--- src/hdl/rvx_pkg.sv ---
package rvx_pkg;

	localparam int DataBytes = 4096;
	localparam int AddrW = $clog2(DataBytes);
	localparam int QDepth = 2;
	localparam int QPtrW = (QDepth > 1) ? $clog2(QDepth) : 1;
	localparam int QCntW = $clog2(QDepth + 1);

	typedef enum logic [4:0] {
		K_ADD = 5'd0, K_SUB = 5'd1, K_SLL = 5'd2, K_SLT = 5'd3, K_SLTU = 5'd4,
		K_XOR = 5'd5, K_SRL = 5'd6, K_SRA = 5'd7, K_OR = 5'd8, K_AND = 5'd9,
		K_ADDI = 5'd10, K_SLTI = 5'd11, K_SRAI = 5'd12, K_LUI = 5'd13,
		K_AUIPC = 5'd14, K_LW = 5'd15, K_LBU = 5'd16, K_SW = 5'd17, K_SB = 5'd18,
		K_BEQ = 5'd19, K_BNE = 5'd20, K_BLT = 5'd21, K_JAL = 5'd22,
		K_JALR = 5'd23, K_LI = 5'd24
	} kind_t;

	// classified instruction handed from front to back
	typedef struct packed {
		logic [4:0]  kind;
		logic [4:0]  rd;
		logic [4:0]  rs1;
		logic [4:0]  rs2;
		logic [31:0] imm;
		logic [4:0]  shamt;
		logic        is_load;
		logic        is_store;
	} uop_t;

	typedef struct packed {
		logic [31:0] next_pc;
		logic        reg_written;
		logic [4:0]  written_index;
		logic [31:0] written_value;
		logic        mem_written;
		logic [31:0] mem_address;
		logic [31:0] mem_value;
	} res_t;

endpackage

--- src/hdl/rvx_front.sv ---
// Accepts items, classifies them and holds them in a short queue for the back end.
module rvx_front (
	input  logic          clk,
	input  logic          arst_n,
	input  logic          push,
	output logic          full,
	input  logic [4:0]    kind,
	input  logic [4:0]    dest_reg,
	input  logic [4:0]    src_reg_a,
	input  logic [4:0]    src_reg_b,
	input  logic [31:0]   immediate,
	input  logic [4:0]    shift_amount,
	output logic          uop_valid,
	output rvx_pkg::uop_t uop,
	input  logic          uop_take
);
	import rvx_pkg::*;

	uop_t             q_q [QDepth];
	logic [QPtrW-1:0] wp_q, rp_q;
	logic [QCntW-1:0] cnt_q;
	uop_t             nu;
	logic             acc;

	assign full = (cnt_q == QCntW'(QDepth));
	assign acc = push && !full;
	assign uop_valid = (cnt_q != '0);
	assign uop = q_q[rp_q];

	always_comb begin
		nu.kind = kind;
		nu.rd = dest_reg;
		nu.rs1 = src_reg_a;
		nu.rs2 = src_reg_b;
		nu.imm = immediate;
		nu.shamt = shift_amount;
		nu.is_load = (kind == K_LW) || (kind == K_LBU);
		nu.is_store = (kind == K_SW) || (kind == K_SB);
	end

	always_ff @(posedge clk) begin
		if (acc) begin
			q_q[wp_q] <= nu;
		end
	end

	always_ff @(posedge clk or negedge arst_n) begin
		if (!arst_n) begin
			wp_q <= '0;
			rp_q <= '0;
			cnt_q <= '0;
		end else begin
			if (acc) wp_q <= (wp_q == QPtrW'(QDepth - 1)) ? '0 : wp_q + 1'b1;
			if (uop_take) rp_q <= (rp_q == QPtrW'(QDepth - 1)) ? '0 : rp_q + 1'b1;
			cnt_q <= cnt_q + QCntW'(acc) - QCntW'(uop_take);
		end
	end

endmodule

--- config.mk ---
export PLATFORM = sky130hd
export DESIGN_NAME = rvx_front
export DESIGN_NICKNAME = d
export VERILOG_FILES = /design/src/hdl/rvx_pkg.sv /design/src/hdl/rvx_front.sv
export SDC_FILE = /design/constraint.sdc
export NUM_CORES = 1
export LEC_CHECK = 0
export BUFFER_PORTS_ARGS = -buffer_cell sky130_fd_sc_hd__buf_2
export CORE_ASPECT_RATIO = 0.7
export CORE_UTILIZATION = 52
export CTS_CLUSTER_DIAMETER = 40
export DETAILED_ROUTE_END_ITERATION = 16
export PLACE_DENSITY = 0.79
export SLEW_MARGIN = 10
export SYNTH_ARGS = -nofsm -noshare
export SYNTH_HDL_FRONTEND = slang
export SYNTH_SLANG_ARGS = --single-unit
export TNS_END_PERCENT = 100
--- constraint.sdc ---
create_clock -name clk -period 4.05 [get_ports clk]
set_clock_uncertainty 0.2 [all_clocks]
set_input_delay 0.6075 -clock clk [delete_from_list [all_inputs] [get_ports clk]]
set_output_delay 0.6075 -clock clk [all_outputs]
set_load 0.01 [all_outputs]
==> flow_summary_export.csv <==
group,metric,value,unit
worst_setup_path,cp-end-kind,"output pin",
clock_tree,cts_buffers,17,
global_route,grt_usage,0.190,
logic_synthesis,yosysWarnings,0,
outcome,status,"finished clean",
timing,rsz0062_at_grt,"false",
hold_path,holdCritPathClass,"input pin to flop",
clock_tree,clockBufferDepth,2,
drt,drtIter0Drc,84,
timing,final-max-slew-violation-count,0,
cells_and_area,multi_input_area,798,um^2
floorplanning,dieArea,8990,um^2
cells_and_area,stdcell_area,5800,um^2
logic_synthesis,ys_seq_area_frac,0.814,
logic_synthesis,synth_edf_count,118,
global_route,overflow,0,
global_route,antenna_found_initial,0,
clock_tree,insertion_delay,400,ps
timing,final_hold_viol_count,0,
worst_setup_path,crit_path_start_kind,"flop",
worst_setup_path,path_cells,"buf_4 -> mux2_2 -> buf_2",
cells_and_area,drive_gt1_frac,0.592,
worst_setup_path,cpMaxStageDelayCell,"dfrtp_2",
placement,gp_congestion,0.771,
cells_and_area,nFillCells,533,
timing,final.period_utilization,0.728,
logic_synthesis,ys_top_cells_by_area,"edfxtp_1 (79%), mux2_2 (15%), dfrtp_1 (2.2%)",
drt,drc,0,
logic_synthesis,yosysMostFrequentCell,"edfxtp_1",
global_route,grt_pass1_vias,2330,
drt,postRouteAntennaNets,0,
cells_and_area,seqCellArea,3640,um^2
timing,finalSetupTns,0,ps
timing,period_minus_slack,2950,ps
drt,wl_per_cell,17.1,um
floorplanning,fp.dieH,79.6,um
drt,first_pass_iters,4,
logic_synthesis,synth.avg_cell_area,21.6,um^2
clock_tree,cts_max_level,4,
clock_tree,cts.sinks,122,
power,p_per_area,759,nW/um^2
worst_setup_path,max_stage_delay,830,ps
drt,totalWireLength,7.84,mm
placement,hpwl,5.03,mm
floorplanning,die_x,113,um
cells_and_area,antenna_cells,0,
logic_synthesis,netlist_area,4470,um^2
cells_and_area,syn2layout_area_growth,29.6,%
drt,vias,2305,
logic_synthesis,synth_commonest_cells,"edfxtp_1 (118), mux2_2 (59), buf_2 (6)",
cells_and_area,final_nets,408,
floorplanning,core-area,8110,um^2
logic_synthesis,synthCells,207,
floorplanning,ios,122,
power,vdd_ir_drop_max,0.422,mV
flow_run,maxCapViolations,0,
worst_setup_path,arrival,2140,ps
drt,viasPerCell,5.02,
logic_synthesis,synth_cell_type_count,18,
floorplanning,initial_utilization,0.552,
logic_synthesis,synth_area_leader_cell,"edfxtp_1",
timing,setup_viol,0,
worst_setup_path,cp_max_fo,32,
global_route,grt_max_degree,42,
logic_synthesis,synthArstFlopShare,0.0328,
power,total_leakage_power,2.22,nW
placement,postPlaceCellArea,5230,um^2
logic_synthesis,yosysTopAreaCellShare,0.792,
floorplanning,row_count,27,
global_route,grt_pass1_wl,11.9,mm
logic_synthesis,ys.flop_type,"edfxtp_1",
worst_setup_path,crit_type,"flop to output pin",
placement,numPortBuffers,121,
logic_synthesis,ys_ff_latch,122,
worst_setup_path,required,3240,ps
timing,slew_headroom,0.393,
timing,tightest_slew,908,ps
clock_tree,cts_root_buf,"clkbuf_16",
clock_tree,clk_pin_slew,50,ps
logic_synthesis,synth_nets,270,
timing,max_freq,339,MHz
clock_tree,cts_tree,"built",
==> area by class of cell <==
cell class	count	share of cell area
Timing Repair Buffer	126	0.113
Clock buffer	19	0.0746
Sequential cell	122	0.628
Tap cell	101	0.0218
Multi-Input combinational cell	76	0.138
Inverter	2	0.00129
Clock inverter	13	0.0229
==> repair_timing <==
item                       CTS  global route
setup endpoints to repair    0             0
hold endpoints to repair     4             0
gates resized for setup      0             0
buffers inserted             0             0
hold buffers                 1             0
==> final timing paths <==
kind,from,endpoint,slack [ps],cells after the start
max,rp_q,uop[48],1100,3
min reg2reg,cnt_q[1],cnt_q[1],290,1
min in group asynchronous,arst_n,cnt_q[0],360,2
min,shift_amount[2],q_q[1][4],190,1
max reg2reg,cnt_q[0],q_q[0][16],1850,4
max in group asynchronous,arst_n,rp_q,3160,2
==> registers in the layout, summed over array words and instances (netlist names) <==
name and flops:
cnt_q 2, q_q 118, rp_q 1, wp_q 1
==> critical path, delay by kind of cell, from the launching register on <==
kind | cells | cell delay [ps]
buf+inv | 2 | 510
flops | 1 | 830
mux | 1 | 380
==> metal layers <==
metal  GRT usage  wire (um)  vias to the layer above
li1            -          -                     1090
met1       0.243       3530                     1113
met2       0.277       3530                       92
met3      0.0790        639                       10
met4       0.107        136                        0
met5           0          0                        -
==> stage by stage <==
step	hold slack (ps)	util	setup slack (ps)	total power, mW	instances
after floorplan	112	-	204	2.57	207
after global placement	215	0.644	1510	2.99	426
after detailed placement	216	0.644	1510	3.02	426
after CTS	171	0.715	1070	4.46	459
after global routing	175	0.715	1000	4.60	459
final	192	0.715	1100	4.40	459
==> cell usage in the layout (no fill, tap or decap) <==
cell           Yosys  final
or2_2              1      1
nor2_4             0      1
or3_1              1      1
inv_1              2      2
clkbuf_16          0     17
mux2_2            59     59
nand4_1            1      1
dfrtp_1            4      3
xor2_1             1      1
xnor2_1            4      4
clkbuf_1           1      2
edfxtp_1         118    118
nor2_1             2      1
bufinv_16          0      3
clkinv_2           0      4
dfrtp_2            0      1
buf_12             0      1
nand2b_1           1      1
or3b_1             1      1
buf_2              6    121
buf_4              0      3
ha_1               2      2
o21ai_0            1      1
dlygate4sd3_1      0      1
nand2_1            1      1
and3_2             0      1
clkinv_1           0      6
==> logic make-up (layout without fill, tap and decap cells) <==
group                    after synthesis  count (layout)  share of synthesized area
AO/OA/AOI/OAI                          1               1                    0.00112
adder cells (fa/ha/maj)                2               2                    0.00559
flip-flops                           122             122                      0.814
AND/OR/NAND/NOR                        9               9                     0.0115
buffers and inverters                  9             160                    0.00923
multiplexers                          59              59                      0.148
XOR/XNOR                               5               5                    0.00979
==> power breakdown <==
| group | total [mW] | internal, mW | switching (mW) |
|---|---|---|---|
| clock network | 1.42 | 0.947 | 0.477 |
| registers | 1.86 | 1.73 | 0.131 |
| logic | 1.12 | 0.540 | 0.578 |
| total | 4.40 | 3.22 | 1.19 |
No activity file was read; power rests on OpenSTA's default activity.
